==> src/design/assert_macros.svh <==
// ----------------------------------------------------------------------------
// Assertion macros
// Shared concurrent assertion forms for the pixel rotate/convert design.
// ----------------------------------------------------------------------------
`ifndef ASSERT_MACROS_SVH
`define ASSERT_MACROS_SVH

// Property checked on every clock edge outside of reset.
`define PRC_ASSERT(lbl, clk, rstn, prop, msg) \
  lbl: assert property (@(posedge clk) disable iff (!rstn) (prop)) else $error(msg);

// Property that must hold on the edge right after a reset cycle.
`define PRC_ASSERT_AFTER_RST(lbl, clk, rstn, prop, msg) \
  lbl: assert property (@(posedge clk) (!rstn) |=> (prop)) else $error(msg);

`endif

==> src/design/prc_pkg.sv <==
// ----------------------------------------------------------------------------
// prc_pkg
// Shared types, constants and the pixel format function.
// ----------------------------------------------------------------------------
`default_nettype none

package prc_pkg;

  localparam int MAX_DIM_DEF  = 4096;
  localparam int REG_W        = 13;
  localparam int ROT_W        = 2;
  localparam int ADDR_W       = 24;
  localparam int PIX_W        = 32;
  localparam int CFG_ADDR_W   = 5;
  localparam int CFG_DATA_W   = 32;

  localparam logic [PIX_W-1:0] ALPHA_OPAQUE = 32'hFF000000;

  localparam logic [ROT_W-1:0] ROT_0   = 2'd0;
  localparam logic [ROT_W-1:0] ROT_90  = 2'd1;
  localparam logic [ROT_W-1:0] ROT_180 = 2'd2;
  localparam logic [ROT_W-1:0] ROT_270 = 2'd3;

  typedef struct packed {
    logic [REG_W-1:0] source_width;
    logic [REG_W-1:0] source_height;
    logic [ROT_W-1:0] rotation_mode;
    logic             ten_bit_mode;
    logic [REG_W-1:0] dest_stride;
  } cfg_t;

  // A2B10G10R10 to BGRA8: top 8 bits of each color channel, alpha opaque.
  function automatic logic [PIX_W-1:0] to_bgra8(input logic [PIX_W-1:0] v);
    return ALPHA_OPAQUE | {8'h00, v[9:2], v[19:12], v[29:22]};
  endfunction

endpackage

`default_nettype wire

==> src/design/prc_cfg_regs.sv <==
// ----------------------------------------------------------------------------
// prc_cfg_regs
// APB-style register file holding frame size, rotation, format and stride.
// ----------------------------------------------------------------------------
`default_nettype none

module prc_cfg_regs
  import prc_pkg::*;
(
  input  wire logic                  clk,
  input  wire logic                  rst_n,
  input  wire logic                  psel,
  input  wire logic                  penable,
  input  wire logic                  pwrite,
  input  wire logic [CFG_ADDR_W-1:0] paddr,
  input  wire logic [CFG_DATA_W-1:0] pwdata,
  output logic      [CFG_DATA_W-1:0] prdata,
  output cfg_t                       cfg
);

  localparam logic [2:0] REG_SRC_WIDTH  = 3'd0;
  localparam logic [2:0] REG_SRC_HEIGHT = 3'd1;
  localparam logic [2:0] REG_ROTATION   = 3'd2;
  localparam logic [2:0] REG_TEN_BIT    = 3'd3;
  localparam logic [2:0] REG_STRIDE     = 3'd4;

  cfg_t       cfg_r;
  logic [2:0] reg_idx;
  logic       wr_en;

  assign reg_idx = paddr[4:2];
  assign wr_en   = psel && penable && pwrite;

  always_ff @(posedge clk) begin
    if (!rst_n) begin
      cfg_r.source_width  <= REG_W'(1);
      cfg_r.source_height <= REG_W'(1);
      cfg_r.rotation_mode <= ROT_0;
      cfg_r.ten_bit_mode  <= 1'b0;
      cfg_r.dest_stride   <= REG_W'(1);
    end else if (wr_en) begin
      case (reg_idx)
        REG_SRC_WIDTH:  cfg_r.source_width  <= pwdata[REG_W-1:0];
        REG_SRC_HEIGHT: cfg_r.source_height <= pwdata[REG_W-1:0];
        REG_ROTATION:   cfg_r.rotation_mode <= pwdata[ROT_W-1:0];
        REG_TEN_BIT:    cfg_r.ten_bit_mode  <= pwdata[0];
        REG_STRIDE:     cfg_r.dest_stride   <= pwdata[REG_W-1:0];
        default: ;
      endcase
    end
  end

  always_comb begin
    case (reg_idx)
      REG_SRC_WIDTH:  prdata = CFG_DATA_W'(cfg_r.source_width);
      REG_SRC_HEIGHT: prdata = CFG_DATA_W'(cfg_r.source_height);
      REG_ROTATION:   prdata = CFG_DATA_W'(cfg_r.rotation_mode);
      REG_TEN_BIT:    prdata = CFG_DATA_W'(cfg_r.ten_bit_mode);
      REG_STRIDE:     prdata = CFG_DATA_W'(cfg_r.dest_stride);
      default:        prdata = '0;
    endcase
  end

  assign cfg = cfg_r;

endmodule

`default_nettype wire

==> src/design/prc_coord_gen.sv <==
// ----------------------------------------------------------------------------
// prc_coord_gen
// Raster column/row counters with size clamping and coordinate rotation.
// ----------------------------------------------------------------------------
`default_nettype none

`include "assert_macros.svh"

module prc_coord_gen
  import prc_pkg::*;
#(
  parameter int MAX_DIM = MAX_DIM_DEF,
  parameter int CNT_W   = $clog2(MAX_DIM)
) (
  input  wire logic             clk,
  input  wire logic             rst_n,
  input  wire cfg_t             cfg,
  input  wire logic             advance,
  output logic      [CNT_W-1:0] dest_col,
  output logic      [CNT_W-1:0] dest_row,
  output logic                  frame_end
);

  localparam int DIM_W = $clog2(MAX_DIM + 1);
  localparam int CMP_W = (DIM_W > REG_W) ? DIM_W : REG_W;
  localparam logic [CMP_W-1:0] MAX_DIM_C = CMP_W'(MAX_DIM);

  logic [CNT_W-1:0] col_r, col_nxt;
  logic [CNT_W-1:0] row_r, row_nxt;
  logic [DIM_W-1:0] w, h;
  logic [CNT_W-1:0] wm1, hm1;
  logic [CNT_W-1:0] x, y;
  logic             last_col, last_row;

  // Sizes of zero count as one, sizes beyond the maximum as the maximum.
  always_comb begin
    if (cfg.source_width == '0) begin
      w = DIM_W'(1);
    end else if (CMP_W'(cfg.source_width) > MAX_DIM_C) begin
      w = DIM_W'(MAX_DIM);
    end else begin
      w = DIM_W'(CMP_W'(cfg.source_width));
    end
    if (cfg.source_height == '0) begin
      h = DIM_W'(1);
    end else if (CMP_W'(cfg.source_height) > MAX_DIM_C) begin
      h = DIM_W'(MAX_DIM);
    end else begin
      h = DIM_W'(CMP_W'(cfg.source_height));
    end
  end

  assign wm1 = CNT_W'(w - DIM_W'(1));
  assign hm1 = CNT_W'(h - DIM_W'(1));

  // A counter left beyond a shrunken size acts as the last column or row.
  assign x        = (DIM_W'(col_r) < w) ? col_r : wm1;
  assign y        = (DIM_W'(row_r) < h) ? row_r : hm1;
  assign last_col = (x == wm1);
  assign last_row = (y == hm1);
  assign frame_end = last_col && last_row;

  always_comb begin
    case (cfg.rotation_mode)
      ROT_90: begin
        dest_col = hm1 - y;
        dest_row = x;
      end
      ROT_180: begin
        dest_col = wm1 - x;
        dest_row = hm1 - y;
      end
      ROT_270: begin
        dest_col = y;
        dest_row = wm1 - x;
      end
      default: begin
        dest_col = x;
        dest_row = y;
      end
    endcase
  end

  always_comb begin
    col_nxt = col_r;
    row_nxt = row_r;
    if (advance) begin
      if (last_col) begin
        col_nxt = '0;
        row_nxt = last_row ? '0 : y + CNT_W'(1);
      end else begin
        col_nxt = x + CNT_W'(1);
        row_nxt = y;
      end
    end
  end

  always_ff @(posedge clk) begin
    if (!rst_n) begin
      col_r <= '0;
      row_r <= '0;
    end else begin
      col_r <= col_nxt;
      row_r <= row_nxt;
    end
  end

  `PRC_ASSERT(a_frame_wrap, clk, rst_n, (advance && frame_end) |=> (col_r == '0 && row_r == '0), "counters did not wrap after the last pixel")
  `PRC_ASSERT(a_col_step, clk, rst_n, (advance && !last_col) |=> (col_r == $past(x) + CNT_W'(1) && row_r == $past(y)), "column did not step within a row")
  `PRC_ASSERT(a_hold, clk, rst_n, !advance |=> ($stable(col_r) && $stable(row_r)), "counters moved without an accepted item")

endmodule

`default_nettype wire

==> src/design/prc_addr_calc.sv <==
// ----------------------------------------------------------------------------
// prc_addr_calc
// Destination address (row * stride + column) and pixel format conversion.
// ----------------------------------------------------------------------------
`default_nettype none

module prc_addr_calc
  import prc_pkg::*;
#(
  parameter int CNT_W = $clog2(MAX_DIM_DEF)
) (
  input  wire logic [CNT_W-1:0]  dest_col,
  input  wire logic [CNT_W-1:0]  dest_row,
  input  wire logic [REG_W-1:0]  dest_stride,
  input  wire logic              ten_bit_mode,
  input  wire logic [PIX_W-1:0]  source_pixel,
  output logic      [ADDR_W-1:0] dest_address,
  output logic      [PIX_W-1:0]  dest_pixel
);

  localparam int SUM_W = CNT_W + REG_W + 1;

  logic [SUM_W-1:0] sum;

  // The address wraps modulo 2^24.
  assign sum = SUM_W'(dest_row) * SUM_W'(dest_stride) + SUM_W'(dest_col);
  assign dest_address = ADDR_W'(sum);
  assign dest_pixel   = ten_bit_mode ? to_bgra8(source_pixel) : source_pixel;

endmodule

`default_nettype wire

==> src/design/pixel_rotate_format_convert_unit.sv <==
// ----------------------------------------------------------------------------
// pixel_rotate_format_convert_unit
// Rotates raster pixel coordinates into destination addresses and converts
// A2B10G10R10 pixels to BGRA8.
// ----------------------------------------------------------------------------
// Usage:
// Source pixels arrive in raster order on the in_ stream, one 32-bit pixel per
// item. For every item the out_ stream delivers one item carrying the rotated
// destination address (row times stride plus column) and the converted or
// passed-through pixel; tlast marks the last pixel of the frame.
// Frame size, rotation, pixel format and stride are set over the cfg_ APB port
// while the block is idle; cfg_pready is always high.
// An accepted item is registered in the first stage and then in the second
// stage, from which it is offered on the out_ stream.
// Throughput is one item per clock while the receiver does not stall: the
// first stage registers the rotated coordinate and the pixel, the second
// stage holds the result after one multiply and add. The stride multiply in
// the second stage sets the clock path.
// Reset (synchronous, active low) empties both stages, returns the counters
// to the first pixel of a frame and loads width 1, height 1, no rotation,
// pass-through and stride 1. When the receiver stalls, the result holds and
// the block still takes one more item into its first stage; after that
// in_tready drops until the output drains.
// ----------------------------------------------------------------------------
`default_nettype none

`include "assert_macros.svh"

module pixel_rotate_format_convert_unit
  import prc_pkg::*;
#(
  parameter int MAX_DIM = MAX_DIM_DEF
) (
  input  wire logic                  clk,
  input  wire logic                  rst_n,
  // Input stream. in_tdata: source_pixel[31:0].
  input  wire logic                  in_tvalid,
  output logic                       in_tready,
  input  wire logic [PIX_W-1:0]      in_tdata,
  // Result stream. out_tdata: dest_address[23:0], dest_pixel[55:24].
  // out_tlast: frame_end.
  output logic                       out_tvalid,
  input  wire logic                  out_tready,
  output logic [ADDR_W+PIX_W-1:0]    out_tdata,
  output logic                       out_tlast,
  // Configuration port.
  input  wire logic                  cfg_psel,
  input  wire logic                  cfg_penable,
  input  wire logic                  cfg_pwrite,
  input  wire logic [CFG_ADDR_W-1:0] cfg_paddr,
  input  wire logic [CFG_DATA_W-1:0] cfg_pwdata,
  output logic      [CFG_DATA_W-1:0] cfg_prdata,
  output logic                       cfg_pready
);

  localparam int CNT_W = $clog2(MAX_DIM);

  cfg_t cfg;

  logic             in_acc;
  logic             adv2;
  logic [CNT_W-1:0] gen_col, gen_row;
  logic             gen_last;

  // First stage: rotated coordinate and raw pixel.
  logic             s1_valid_r, s1_valid_nxt;
  logic [PIX_W-1:0] s1_pix_r;
  logic [CNT_W-1:0] s1_col_r, s1_row_r;
  logic             s1_last_r;

  // Second stage: the result item.
  logic              out_valid_r, out_valid_nxt;
  logic [ADDR_W-1:0] out_addr_r, out_addr_nxt;
  logic [PIX_W-1:0]  out_pix_r, out_pix_nxt;
  logic              out_last_r;

  assign cfg_pready = 1'b1;

  prc_cfg_regs u_cfg (
    .clk     (clk),
    .rst_n   (rst_n),
    .psel    (cfg_psel),
    .penable (cfg_penable),
    .pwrite  (cfg_pwrite && cfg_pready),
    .paddr   (cfg_paddr),
    .pwdata  (cfg_pwdata),
    .prdata  (cfg_prdata),
    .cfg     (cfg)
  );

  // The second stage moves whenever it is empty or its item is taken.
  assign adv2      = !out_valid_r || out_tready;
  assign in_tready = !s1_valid_r || adv2;
  assign in_acc    = in_tvalid && in_tready;

  prc_coord_gen #(
    .MAX_DIM (MAX_DIM),
    .CNT_W   (CNT_W)
  ) u_coord (
    .clk       (clk),
    .rst_n     (rst_n),
    .cfg       (cfg),
    .advance   (in_acc),
    .dest_col  (gen_col),
    .dest_row  (gen_row),
    .frame_end (gen_last)
  );

  prc_addr_calc #(
    .CNT_W (CNT_W)
  ) u_addr (
    .dest_col     (s1_col_r),
    .dest_row     (s1_row_r),
    .dest_stride  (cfg.dest_stride),
    .ten_bit_mode (cfg.ten_bit_mode),
    .source_pixel (s1_pix_r),
    .dest_address (out_addr_nxt),
    .dest_pixel   (out_pix_nxt)
  );

  always_comb begin
    s1_valid_nxt = s1_valid_r;
    if (in_acc) begin
      s1_valid_nxt = 1'b1;
    end else if (adv2) begin
      s1_valid_nxt = 1'b0;
    end
    out_valid_nxt = adv2 ? s1_valid_r : out_valid_r;
  end

  always_ff @(posedge clk) begin
    if (!rst_n) begin
      s1_valid_r  <= 1'b0;
      out_valid_r <= 1'b0;
    end else begin
      s1_valid_r  <= s1_valid_nxt;
      out_valid_r <= out_valid_nxt;
    end
  end

  always_ff @(posedge clk) begin
    if (in_acc) begin
      s1_pix_r  <= in_tdata;
      s1_col_r  <= gen_col;
      s1_row_r  <= gen_row;
      s1_last_r <= gen_last;
    end
    if (adv2 && s1_valid_r) begin
      out_addr_r <= out_addr_nxt;
      out_pix_r  <= out_pix_nxt;
      out_last_r <= s1_last_r;
    end
  end

  assign out_tvalid = out_valid_r;
  assign out_tdata  = {out_pix_r, out_addr_r};
  assign out_tlast  = out_last_r;

  `PRC_ASSERT_AFTER_RST(a_rst_empty, clk, rst_n, (!out_tvalid && in_tready), "pipeline not empty after reset")
  `PRC_ASSERT(a_in_stall, clk, rst_n, !in_tready |-> (s1_valid_r && out_tvalid && !out_tready), "input stalled while the pipeline had room")
  `PRC_ASSERT(a_drain, clk, rst_n, (out_tvalid && out_tready && !s1_valid_r) |=> !out_tvalid, "result repeated after it was taken")

endmodule

`default_nettype wire
==> config.mk <==
export PLATFORM = sky130hd
export DESIGN_NAME = pixel_rotate_format_convert_unit
export DESIGN_NICKNAME = d
export VERILOG_FILES = /design/src/design/prc_pkg.sv /design/src/design/prc_cfg_regs.sv /design/src/design/prc_coord_gen.sv /design/src/design/prc_addr_calc.sv /design/src/design/pixel_rotate_format_convert_unit.sv
export VERILOG_INCLUDE_DIRS = /design/src /design/src/design
export SDC_FILE = /design/constraint.sdc
export NUM_CORES = 1
export LEC_CHECK = 0
export ABC_AREA = 1
export BUFFER_PORTS_ARGS = -buffer_cell sky130_fd_sc_hd__buf_2
export CORE_MARGIN = 2
export CORE_UTILIZATION = 30
export DETAILED_ROUTE_END_ITERATION = 6
export PLACE_DENSITY = 0.56
export SYNTH_ARGS = -nofsm -noshare
export SYNTH_HDL_FRONTEND = slang
export SYNTH_SLANG_ARGS = --single-unit
==> constraint.sdc <==
create_clock -name clk -period 14.59 [get_ports clk]
set_input_delay 1.459 -clock clk [delete_from_list [all_inputs] [get_ports clk]]
set_output_delay 1.459 -clock clk [all_outputs]
set_load 0.02 [all_outputs]
# Word-level counts from Yosys, hierarchy flattened
# Cells that the tools add are included.
[totals] register_bits=182 latch_bits=0 ram_bits=0 romBits=0 in_bits=76 out_inout_bits=92 wordCells=71 memories=0
[op_classes] addsub=7 mul=1 n_div=0 order_cmp=4 n_eq_ne=9 shift=0 mux=15 bitwise_logic=0 n_reduce_logical=18
[ops] op="$pmux 12 s3" count=2
[ops] op="$pmux 13 s5" count=1
[ops] op="$mux 12" count=5
[ops] op="$mux 13" count=4
[ops] op="$gt 13x13->1 const B" count=2
[ops] op="$logic_not 13->1" count=2
[ops] op="$lt 12x13->1" count=2
[ops] op="$add 12x1->12 const B" count=2
[ops] op="$add 24x12->24" count=1
[ops] op="$eq 12x12->1" count=2
[ops] op="$mul 12x13->24" count=1
[ops] op="$mux 24" count=1
[ops] op="$sub 12x1->12 const B" count=2
[ops] op="$sub 12x12->12" count=2
[ops] op="$reduce_and 2->1" count=5
[ops] op="$eq 3x2->1 const B" count=2
[ops] op="$logic_and 1x1->1" count=5
[ops] op="$eq 2x2->1 const B" count=2
[ops] op="$eq 3x1->1 const B" count=1
[ops] op="$eq 3x3->1 const B" count=1
[ops] op="$logic_not 3->1" count=1
[ops] op="$eq 2x1->1 const B" count=1
[ops] op="$logic_not 1->1" count=2
[ops] op="$logic_or 1x1->1" count=2
[ops] op="other kinds (2)" count=3

# Longest topological paths before layout
# Gate-level depths: netlist of run 1.
[logic_depth] ltp_word=8 depth_mapped=32 ltp_nobuf=29

# Cells and area by module
# A second synthesis of run 1 with hierarchy kept.
[unflattened] cells_unflattened=2459 hier_area_um2=17785.8
[modules_own_cells] module="prc_addr_calc" n_inst=1 cells_each=976 area_per_inst_um2=6498.7 seq_area_each_um2=0.0
[modules_own_cells] module="prc_coord_gen" n_inst=1 cells_each=1010 area_per_inst_um2=5530.3 seq_area_each_um2=480.5
[modules_own_cells] module="pixel_rotate_format_convert_unit" n_inst=1 cells_each=129 area_per_inst_um2=3529.6 seq_area_each_um2=3463.3
[modules_own_cells] module="prc_cfg_regs" n_inst=1 cells_each=344 area_per_inst_um2=2227.1 seq_area_each_um2=840.8

# Worst setup path after synthesis of run 1
# OpenSTA, ideal clock, no wires.
[synth_timing] path_kind="reg-to-reg" startpoint="register s1_row_r[5]" endpoint="register out_addr_r[23], data pin" setup_time_ns=0.265 arrival_time_ns=5.191 t_required_ns=14.325 setup_slack_ns=9.134 path_stages_with_launch=23 n_path_buf=1 synth_period_minus_slack_ns=5.456 path_cell_list="edfxtp_1 -> clkbuf_1 -> nand2_1 -> fa_1 -> inv_1 -> fa_1 -> inv_1 -> fa_1 -> inv_1 -> fa_1 -> fa_1 -> ha_1 -> a21oi_1 -> o21ai_0 -> a21oi_1 -> o21ai_0 -> a31oi_1 -> o21ai_0 -> nand3_1 -> nand2_1 -> a21boi_0 -> o21ai_0 -> xor2_1"
[synth_via] elab_chain_cells=2
[synth_lines] element="start: declaration" line="pixel_rotate_format_convert_unit.sv:68" rtl="logic [CNT_W-1:0] s1_col_r, s1_row_r;"
[synth_lines] element="start signal: assignment" line="pixel_rotate_format_convert_unit.sv:145" rtl="s1_row_r <= gen_row;"
[synth_lines] element="$mul 12x13->24" line="prc_addr_calc.sv:26" rtl="assign sum = SUM_W'(dest_row) * SUM_W'(dest_stride) + SUM_W'(dest_col);"
[synth_lines] element="$add 24x12->24" line="prc_addr_calc.sv:26"
[synth_lines] element="net out_addr_nxt[23]" line="pixel_rotate_format_convert_unit.sv:73" rtl="logic [ADDR_W-1:0] out_addr_r, out_addr_nxt;"
[synth_lines] element="end signal: assignment" line="pixel_rotate_format_convert_unit.sv:149" rtl="out_addr_r <= out_addr_nxt;"
[synth_lines] element="end: declaration" line="pixel_rotate_format_convert_unit.sv:73"
# The timed path passes the listed nets, and every way through them passes these cells.
# A chain may end at the register's enable or synchronous reset.

# Worst setup path after layout of run 1
[layout_timing] startpoint="register, netlist name u_cfg.cfg[5]" endpoint="register out_addr_r[23], data pin"
[layout_via] elab_chain_cells=2
[layout_lines] element="$mul 12x13->24" line="prc_addr_calc.sv:26"
[layout_lines] element="$add 24x12->24" line="prc_addr_calc.sv:26"
[layout_lines] element="net out_addr_nxt[23]" line="pixel_rotate_format_convert_unit.sv:73"
# The timed path passes the listed nets, and every way through them passes these cells.

==> flow_summary.ini, run 1 <==
[routing]
wl_per_cell_um = 16.34
drcViolationCount = 0
via_per_inst = 4.843
drtIter0Drc = 1103
drt_pass1_iterations = 7
vias = 14176
ant_nets = 0
wirelength_um = 47830

[sta]
period_share_pct = 42.12
hold_viol = 0
finClkSkew_ns = 0.01523
setup_viol = 0
timing.slew.headroom_pct = 24.51
max_freq_mhz = 162.7
rsz0062_at_grt = false
fin_setup_tns_ns = 0
fin_crit_ns = 6.146
slew_violations = 0
tightest_slew_ns = 1.124

[cells_and_area]
layout-drive-gt1-share_pct = 10.82
area_growth_pct = 10.73
design_area_sq_um = 18120
final_common_cell = nand2_1
fin_nets = 2514
mostFrequentLayoutCells = nand2_1 (582), inv_1 (365), nor2_1 (146)

[floorplanning]
core_sq_um = 53920
initial_core_util_pct = 30.35
pin_count = 168
rows = 85
die_w_um = 237.6
die_h_um = 237.6
dieArea_sq_um = 56440

[setup_path]
cp_slowest_stage_delay_ns = 0.73
crit_type = reg -> reg
crit_start = u_cfg.cfg[5]
path_max_fanout = 14
reg2reg_from = u_cfg.cfg[5]
crit_family = adder cells
cp-start-kind = flop
arrival_ns = 6.38
slowest_stage = dfxtp_1
cpMostUsedCell = fa_1
cp.required_ns = 14.82
crit_buf_inv = 3
crit_chain = nand2_1, fa_1, inv_1, fa_1, inv_1, fa_1, inv_1, fa_1, fa_1, ha_1, a21oi_1, o21ai_0, a21oi_1, o21ai_0, a31oi_1, o21ai_0, nand3_1, nand2_1, a21boi_0, o21ai_0, xor2_1
end_kind = flop

[place]
portBuffers = 126
dpl_cell_area_sq_um = 17520
dp_hpwl_um = 38300
routabilityCongestion = 0.9450

[power_and_ir_drop]
power.density_nw_per_um2 = 105.2
ir_drop_v = 0.00008551
power_mw = 1.906
power.leakage_nw = 9.065

[synth]
netlist.area_leader.share_pct = 20.92
yosys-top-cells-area = edfxtp_1 (21%), fa_1 (15%), nand2_1 (13%), inv_1 (8.4%), dfxtp_1 (8.3%)
synth_edf_count = 114
yosysTopAreaCell = edfxtp_1
synth_area_sq_um = 16370
postSynthCellCount = 2134
postSynth.asyncResetShare_pct = 0
avgSynthCellArea_sq_um = 7.670
synth_cell_types = 55
ys_ff_latch = 182
ys.flop_type = edfxtp_1
yosysWarnings = 0
synth_seq_area_share_pct = 29.23

[cts]
cts_tree = built
cts.hold.buffers_added = 0
clock_latency_ns = 0.49
clock_sinks = 182
clk_pin_slew_worst_paths_ns = 0.08
cts.repair.resized = 0
clk_path_buf_depth = 2
cts-root-buf = clkbuf_16
cts_setup_buffers = 0
h-tree-depth = 4
cts_buffers = 17

[global_route]
grt_pass1_wl_um = 75690
antenna_found_initial = 4
first_global_vias = 13849
grt_max_degree = 58
gr-total-overflow = 0
grt_use_total_pct = 17.24

[hold_path]
hold_start = s1_last_r
hold_path.class = reg -> reg

[run_status]
status = finished, final reports clean

[flow_run]
cap_violations = 0
## sequential cells by signal (all words and copies together) (netlist names)
name	flops
s1_pix_r	32
out_tlast	1
s1_valid_r	1
u_coord.col_r	12
out_tvalid	1
out_addr_r	24
s1_col_r	12
u_cfg.cfg	42
out_pix_r	32
s1_row_r	12
s1_last_r	1
u_coord.row_r	12
## path summary, 6_finish.rpt
check	to	slack [ns]	depth (start not counted)
max	out_addr_r[23]	8.44	21
min	out_tlast	0.43	0
min reg2reg	out_tlast	0.43	0
max reg2reg	out_addr_r[23]	8.44	21
## report_power, final
part | internal, mW | switching [mW]
Clock | 0.270 | 0.222
Sequential | 0.607 | 0.0365
Combinational | 0.232 | 0.539
Total | 1.11 | 0.797
## cell families (layout without fill, tap and decap cells)
group,Yosys count,after routing,synth area share (%)
and+or+nand+nor,965,965,25.34
adders and majority gates,224,224,22.63
xor gates and xnor gates,41,41,2.194
other,2,24,0.04589
buffers and inverters,471,546,11.64
AOI/OAI and AO/OA,249,249,8.914
DFF,182,182,29.23
## final cells by class
type | count | area [sq um]
clock buffers | 20 | 436.7
repair buffers | 133 | 683.2
diodes | 4 | 10.01
fillers | 5715 | 35800
inverters | 381 | 1430
multi-input cells | 1499 | 9756
well taps | 696 | 870.8
flip-flops and latches | 182 | 4785
clock inverters | 12 | 152.6
## cells in the mapped netlist (5+ instances only)
| cell type | instances |
|---|---|
| inv_2 | 11 |
| nor2_1 | 146 |
| fa_1 | 120 |
| clkbuf_1 | 56 |
| o21bai_1 | 5 |
| o2111ai_1 | 8 |
| nand4_1 | 46 |
| a21oi_1 | 83 |
| buf_4 | 23 |
| clkinv_1 | 5 |
| nand3_1 | 123 |
| o22ai_1 | 5 |
| xor2_1 | 30 |
| nand2_1 | 582 |
| inv_1 | 365 |
| o21ai_1 | 11 |
| o211ai_1 | 7 |
| buf_6 | 6 |
| dfxtp_1 | 68 |
| or2_2 | 11 |
| nor3_1 | 6 |
| o21ai_2 | 7 |
| ha_1 | 104 |
| xnor2_1 | 11 |
| o21ai_0 | 93 |
| nor2_4 | 5 |
| nand2_2 | 23 |
| edfxtp_1 | 114 |
| o41ai_1 | 6 |
| nor2_2 | 6 |
## layer usage
metal  part of all wire [%]  global-route usage, %
met1                     45                  22.24
met3                    4.9                  2.764
met5                      0                      0
met2                     48                  29.17
met4                    2.5                  6.118
## metrics by stage
step / util, % / hold slack (ns) / std cells / setup WS (ns)
floorplan: - / 0.4003 / 2152 / 9.134
global placement: 32.50 / 0.4106 / 2891 / 8.406
detailed placement: 32.50 / 0.4168 / 2891 / 8.383
CTS: 33.59 / 0.4341 / 2923 / 8.385
global route: 33.61 / 0.4400 / 2927 / 8.008
finish: 33.61 / 0.4322 / 2927 / 8.444
No activity file was read; power rests on OpenSTA's default activity.
==> inputs of run 2 (changes only) <==
--- a/config.mk
+++ b/config.mk
@@ -6,12 +6,12 @@
 export SDC_FILE = /design/constraint.sdc
 export NUM_CORES = 1
 export LEC_CHECK = 0
-export ABC_AREA = 1
+export ABC_AREA = 0
 export BUFFER_PORTS_ARGS = -buffer_cell sky130_fd_sc_hd__buf_2
 export CORE_MARGIN = 2
 export CORE_UTILIZATION = 30
 export DETAILED_ROUTE_END_ITERATION = 6
-export PLACE_DENSITY = 0.56
+export PLACE_DENSITY = 0.58
 export SYNTH_ARGS = -nofsm -noshare
 export SYNTH_HDL_FRONTEND = slang
 export SYNTH_SLANG_ARGS = --single-unit
==> constraint.sdc (replaced) <==
create_clock -name clk -period 5.6 [get_ports clk]
set_input_delay 0.56 -clock clk [delete_from_list [all_inputs] [get_ports clk]]
set_output_delay 0.56 -clock clk [all_outputs]
set_load 0.02 [all_outputs]
==> run 2 against run 1 <==
Setup slack worse by 8.3 ns. Critical path type unchanged. Highest routed layer unchanged. Critical endpoint is now out_addr_r[22]. Non-clock buffer count grew 77. Global-route usage fell by 1.6 points. Flip-flop and latch count unchanged. Clock skew fell by 0.0016 ns. Worst hold slack worse by 0.17 ns. Synthesized area down 0.45%.
==> flow_summary.ini, run 2 <==
[run_status]
status = finished, final reports clean

[global_route]
grt_max_degree = 62
grt_pass1_wl_um = 68670
grtUsageMet3_pct = 2.332
gr-total-overflow = 0
grt.busiest_layer = met2
met2_usage_pct = 26.57
antenna_found_initial = 0
grt_use_total_pct = 15.59
first_global_vias = 12442
met1_usage_pct = 20.13

[cts]
clock_latency_ns = 0.47
clock_sinks = 182
clk_pin_slew_worst_paths_ns = 0.08
clk_path_buf_depth = 2
h-tree-depth = 4
cts_tree = built
cts_buffers = 17
cts-root-buf = clkbuf_16

[floorplanning]
die_w_um = 237.0
initial_core_util_pct = 30.34
core_sq_um = 53710
die_h_um = 237.0
pin_count = 168
dieArea_sq_um = 56190
rows = 85

[synth]
yosysWarnings = 0
synth_fa_ha_area_share_pct = 23.04
ys.flop_type = edfxtp_1
avgSynthCellArea_sq_um = 9.601
ys_ff_latch = 182
yosysMostFrequentCell = inv_1
synth_top_family_by_area = adder cells
synth-simple-area-share_pct = 16.88
yosysTopAreaCell = edfxtp_1
synth_edf_count = 114
netlist.area_leader.share_pct = 21.01
synth_area_sq_um = 16290
yosys-top-cells-area = edfxtp_1 (21%), fa_1 (15%), dfxtp_1 (8.4%), ha_1 (8.0%), inv_1 (3.9%)
synth_cell_types = 91
synth_seq_area_share_pct = 29.37
postSynth.asyncResetShare_pct = 0
synthTopCellsByCount = inv_1 (171), nand2_1 (168), fa_1 (120)
synthXorXnorAreaFrac_pct = 3.870
synth_mux_area_share_pct = 7.856
postSynthCellCount = 1697
synth-compound-area-share_pct = 11.84

[sta]
tightest_slew_ns = 0.9979
setup_viol = 0
fin_crit_ns = 5.497
finClkSkew_ns = 0.01366
hold_viol = 0
period_share_pct = 98.15
max_freq_mhz = 181.9
slew_violations = 0
timing.slew.headroom_pct = 33.47
setup_slack_ns = 0.1034
rsz0062_at_grt = true

[place]
dp_cells = 2497
pre_cts_slack_ns = 0.02529
dp_hpwl_um = 34650
routabilityCongestion = 0.9046
portBuffers = 126

[cells_and_area]
stdcell_count = 2541
largest_reg_flops = 42
fin_nets = 2133
layout-drive-gt1-share_pct = 18.64
area_growth_pct = 14.54
final_common_cell = inv_1
mostFrequentLayoutCells = inv_1 (171), nand2_1 (167), buf_2 (127)
fillers = 5432
insertedDiodeCount = 0

[routing]
drcViolationCount = 0
drt_pass1_iterations = 5
ant_nets = 0
drtIter0Drc = 780
via_per_inst = 4.936
wirelength_um = 43360
vias = 12543
wl_per_cell_um = 17.07

[setup_path]
cp-start-kind = flop
path_max_fanout = 6
crit_type = reg -> reg
arrival_ns = 5.71
cp.required_ns = 5.82
end_kind = flop

[power_and_ir_drop]
power.density_nw_per_um2 = 393.4
power.leakage_nw = 8.050
ir_drop_v = 0.0002977
power_mw = 7.342

[flow_run]
cap_violations = 0

[hold_path]
hold_path.class = in -> reg
run 2: critical path: stages (launching register included):
cell       delay, ns
edfxtp_1        0.50
buf_6           0.17
and2_1          0.16
fa_1            0.48
fa_1            0.49
inv_1           0.06
fa_1            0.49
inv_1           0.05
fa_1            0.52
inv_1           0.05
fa_1            0.47
inv_1           0.04
ha_1            0.29
buf_4           0.15
inv_1           0.06
o21bai_2        0.09
a2111o_1        0.48
nand2_2         0.10
o21a_1          0.17
o2111ai_1       0.14
a21oi_1         0.19
xnor2_1         0.08
run 2: path summary, 6_finish.rpt:
kind / from / cells after the start / slack [ns] / to
hold reg to reg: s1_pix_r[31] / 1 / 0.52 / out_pix_r[31]
setup / recovery: s1_row_r[0] / 21 / 0.10 / out_addr_r[22]
setup reg to reg: s1_row_r[0] / 21 / 0.10 / out_addr_r[22]
hold / removal: in_tdata[19] / 1 / 0.26 / s1_pix_r[19]
run 2: cells by family after synthesis:
group                      count (synthesis)
AOI/OAI and AO/OA                        277
xor gates and xnor gates                  72
adders and majority gates                229
buffers and inverters                    284
DFF                                      182
muxes                                    103
other                                      2
and+or+nand+nor                          548
run 2: cell type report:
class                   count  area, sq um  share of cell area [%]
clock buffers              17        425.4                   2.280
clock inverters            14        176.4                  0.9454
inverters                 173        649.4                   3.480
multi-input cells        1249        10470                   56.12
flip-flops and latches    182         4793                   25.69
well taps                 696        870.8                   4.666
repair buffers            210         1272                   6.819
run 2: routing by layer:
| layer | vias up | routed length [um] |
|---|---|---|
| met4 | 0 | 1069 |
| met1 | 6119 | 19220 |
| met2 | 329 | 21230 |
| li1 | 6037 | - |
| met5 | - | 0 |
| met3 | 58 | 1835 |
run 2: power by group:
group | switching, mW | internal, mW | leakage, nW | total, mW
clock | 0.631 | 0.641 | 0.295 | 1.27
combinational | 2.55 | 1.70 | 6.09 | 4.25
sequential | 0.144 | 1.67 | 1.66 | 1.82
run 2: what timing repair did:
| action | CTS | global route |
|---|---|---|
| setup buffers | 0 | 13 |
| gates resized for setup | 0 | 15 |
| setup endpoints to repair | 0 | 13 |
| endpoints found under the hold margin | 0 | 0 |
| hold buffers | 0 | 0 |
run 2: stage by stage:
stage	cell area (sq um)	setup TNS, ns	util [%]	hold WS [ns]
after floorplan	16370	0	-	0.4003
after global placement	17930	0	33.38	0.4944
after detailed placement	17930	0	33.38	0.4917
after CTS	18530	0	34.50	0.2343
after global routing	18660	-0.2215	34.75	0.2383
final	18660	0	34.75	0.2574
==> inputs of run 3 (changes only) <==
--- a/config.mk
+++ b/config.mk
@@ -11,7 +11,7 @@
 export CORE_MARGIN = 2
 export CORE_UTILIZATION = 30
 export DETAILED_ROUTE_END_ITERATION = 6
-export PLACE_DENSITY = 0.58
+export PLACE_DENSITY = 0.56
 export SYNTH_ARGS = -nofsm -noshare
 export SYNTH_HDL_FRONTEND = slang
 export SYNTH_SLANG_ARGS = --single-unit
==> constraint.sdc (replaced) <==
create_clock -name clk -period 6.8 [get_ports clk]
set_input_delay 0.68 -clock clk [delete_from_list [all_inputs] [get_ports clk]]
set_output_delay 0.68 -clock clk [all_outputs]
set_load 0.02 [all_outputs]
==> run 3 against run 2 <==
Clock skew up 0.0034 ns. Global-route usage up 0.092 points. Sequential power down 14%. Clock power down 14%.
==> flow_summary.ini, run 3 (same netlist as run 2, synthesis figures left out) <==
[run_status]
status = finished, final reports clean

[global_route]
grt_use_total_pct = 15.68
grtUsageMet3_pct = 2.297
grt.busiest_layer = met2
met2_usage_pct = 27.17
grt_pass1_wl_um = 69390
antenna_found_initial = 0
first_global_vias = 12331
met1_usage_pct = 20.01
grt_max_degree = 65
gr-total-overflow = 0

[setup_path]
reg2reg_from = u_cfg.cfg[41]
r2r_end = s1_row_r[8]
path_max_fanout = 28
cp.required_ns = 7.02
r2r_cells = 20
cp-endpoint = s1_row_r[8]
cp-start-kind = flop
arrival_ns = 6.12
crit_type = reg -> reg
crit_start = u_cfg.cfg[41]
end_kind = flop
r2r_slack_ns = 0.90

[routing]
wl_per_cell_um = 17.51
via_per_inst = 4.958
drcViolationCount = 0
vias = 12305
drt_pass1_iterations = 5
ant_nets = 0
drtIter0Drc = 795
wirelength_um = 43450

[floorplanning]
dieArea_sq_um = 56190
die_h_um = 237.0
rows = 85
die_w_um = 237.0
initial_core_util_pct = 30.34
pin_count = 168
core_sq_um = 53710

[place]
routabilityCongestion = 0.8919
portBuffers = 126
dp_hpwl_um = 34650
pre_cts_slack_ns = 0.9289

[cells_and_area]
layout-drive-gt1-share_pct = 15.23
largest_reg_flops = 42
mostFrequentLayoutCells = inv_1 (171), nand2_1 (168), buf_2 (126)
insertedDiodeCount = 0
final_core_util_pct = 33.90
area_growth_pct = 11.73
fin_nets = 2073
final_common_cell = inv_1

[cts]
cts.hold.buffers_added = 0
cts-root-buf = clkbuf_16
clk_path_buf_depth = 2
cts_buffers = 17
cts.repair.resized = 0
h-tree-depth = 4
cts_tree = built
clock_sinks = 182
clock_latency_ns = 0.48
cts_setup_buffers = 0
clk_pin_slew_worst_paths_ns = 0.09

[power_and_ir_drop]
power.density_nw_per_um2 = 322.4
power_mw = 5.868
ir_drop_v = 0.0002517
power.leakage_nw = 7.751

[sta]
max_freq_mhz = 169.6
slew_violations = 0
fin_setup_tns_ns = 0
hold_viol = 0
period_share_pct = 86.73
finClkSkew_ns = 0.01711
timing.slew.headroom_pct = 22.46
rsz0062_at_grt = false
setup_slack_ns = 0.9026
setup_viol = 0
tightest_slew_ns = 1.154
fin_crit_ns = 5.897

[hold_path]
hold_path.class = in -> reg

[flow_run]
cap_violations = 0
[run 3: cell count changes in the layout (fill, tap and decap cells not counted), sizes merged]
| cell | delta |
|---|---|
| inv | +1 |
| clkinv | +1 |
| bufinv | -1 |
| buf | -59 |
| clkbuf | -1 |
[run 3: cell type report]
type	count	area, sq um
Clock buffer	17	425.4
Clock inverter	15	221.5
Fill cell	5431	35500
Inverter	173	649.4
Multi-Input combinational cell	1249	10440
Sequential cell	182	4785
Tap cell	696	870.8
Timing Repair Buffer	150	810.8
[run 3: how the worst min path moves through the flow]
| stage | start | endpoint | slack (ns) | cells past startpoint |
|---|---|---|---|---|
| floorplan | s1_last_r | out_tlast | 0.40 | 0 |
| global placement | s1_pix_r[30] | out_pix_r[30] | 0.48 | 1 |
| detailed placement | s1_pix_r[30] | out_pix_r[30] | 0.49 | 1 |
| CTS | in_tdata[19] | s1_pix_r[19] | 0.35 | 1 |
| global route | in_tdata[24] | s1_pix_r[24] | 0.35 | 1 |
| finish | in_tdata[19] | s1_pix_r[19] | 0.37 | 1 |
[run 3: per-stage QoR]
| step | area, sq um | std cells | hold slack, ns |
|---|---|---|---|
| 2_1_floorplan | 16360 | 1715 | 0.4003 |
| 3_3_place_gp | 17560 | 2450 | 0.4818 |
| 3_5_place_dp | 17560 | 2450 | 0.4869 |
| 4_1_cts | 18210 | 2482 | 0.3463 |
| 5_1_grt | 18210 | 2482 | 0.3483 |
| 6_report | 18210 | 2482 | 0.3668 |
[run 3: worst max-delay path: stages, from the launching register on]
cell and delay (ns):
dfxtp_1 0.83, nand2b_1 0.25, ha_1 0.16, a21oi_1 0.08, a21o_1 0.18, a211oi_1 0.65
o21bai_2 0.26, buf_4 0.35, nor2_1 0.08, a21oi_1 0.19, ha_1 0.25, inv_1 0.06
ha_1 0.33, nor2b_1 0.21, a221oi_2 0.27, o311ai_1 0.15, a211oi_1 0.33, o22ai_1 0.20
a21oi_2 0.18, xnor2_1 0.14, mux4_2 0.49
[run 3: where the power goes]
part,total [mW],leakage [nW],switching [mW],internal [mW]
sequential,1.57,1.66,0.188,1.38
clock,1.09,0.313,0.573,0.521
combinational,3.21,5.78,1.96,1.25
total,5.87,7.75,2.72,3.15
[run 3: layer usage]
metal / vias up / wire length (um)
li1: 5931 / -
met1: 6051 / 19440
met2: 268 / 21540
met3: 55 / 1446
met4: 0 / 1032
met5: - / 0
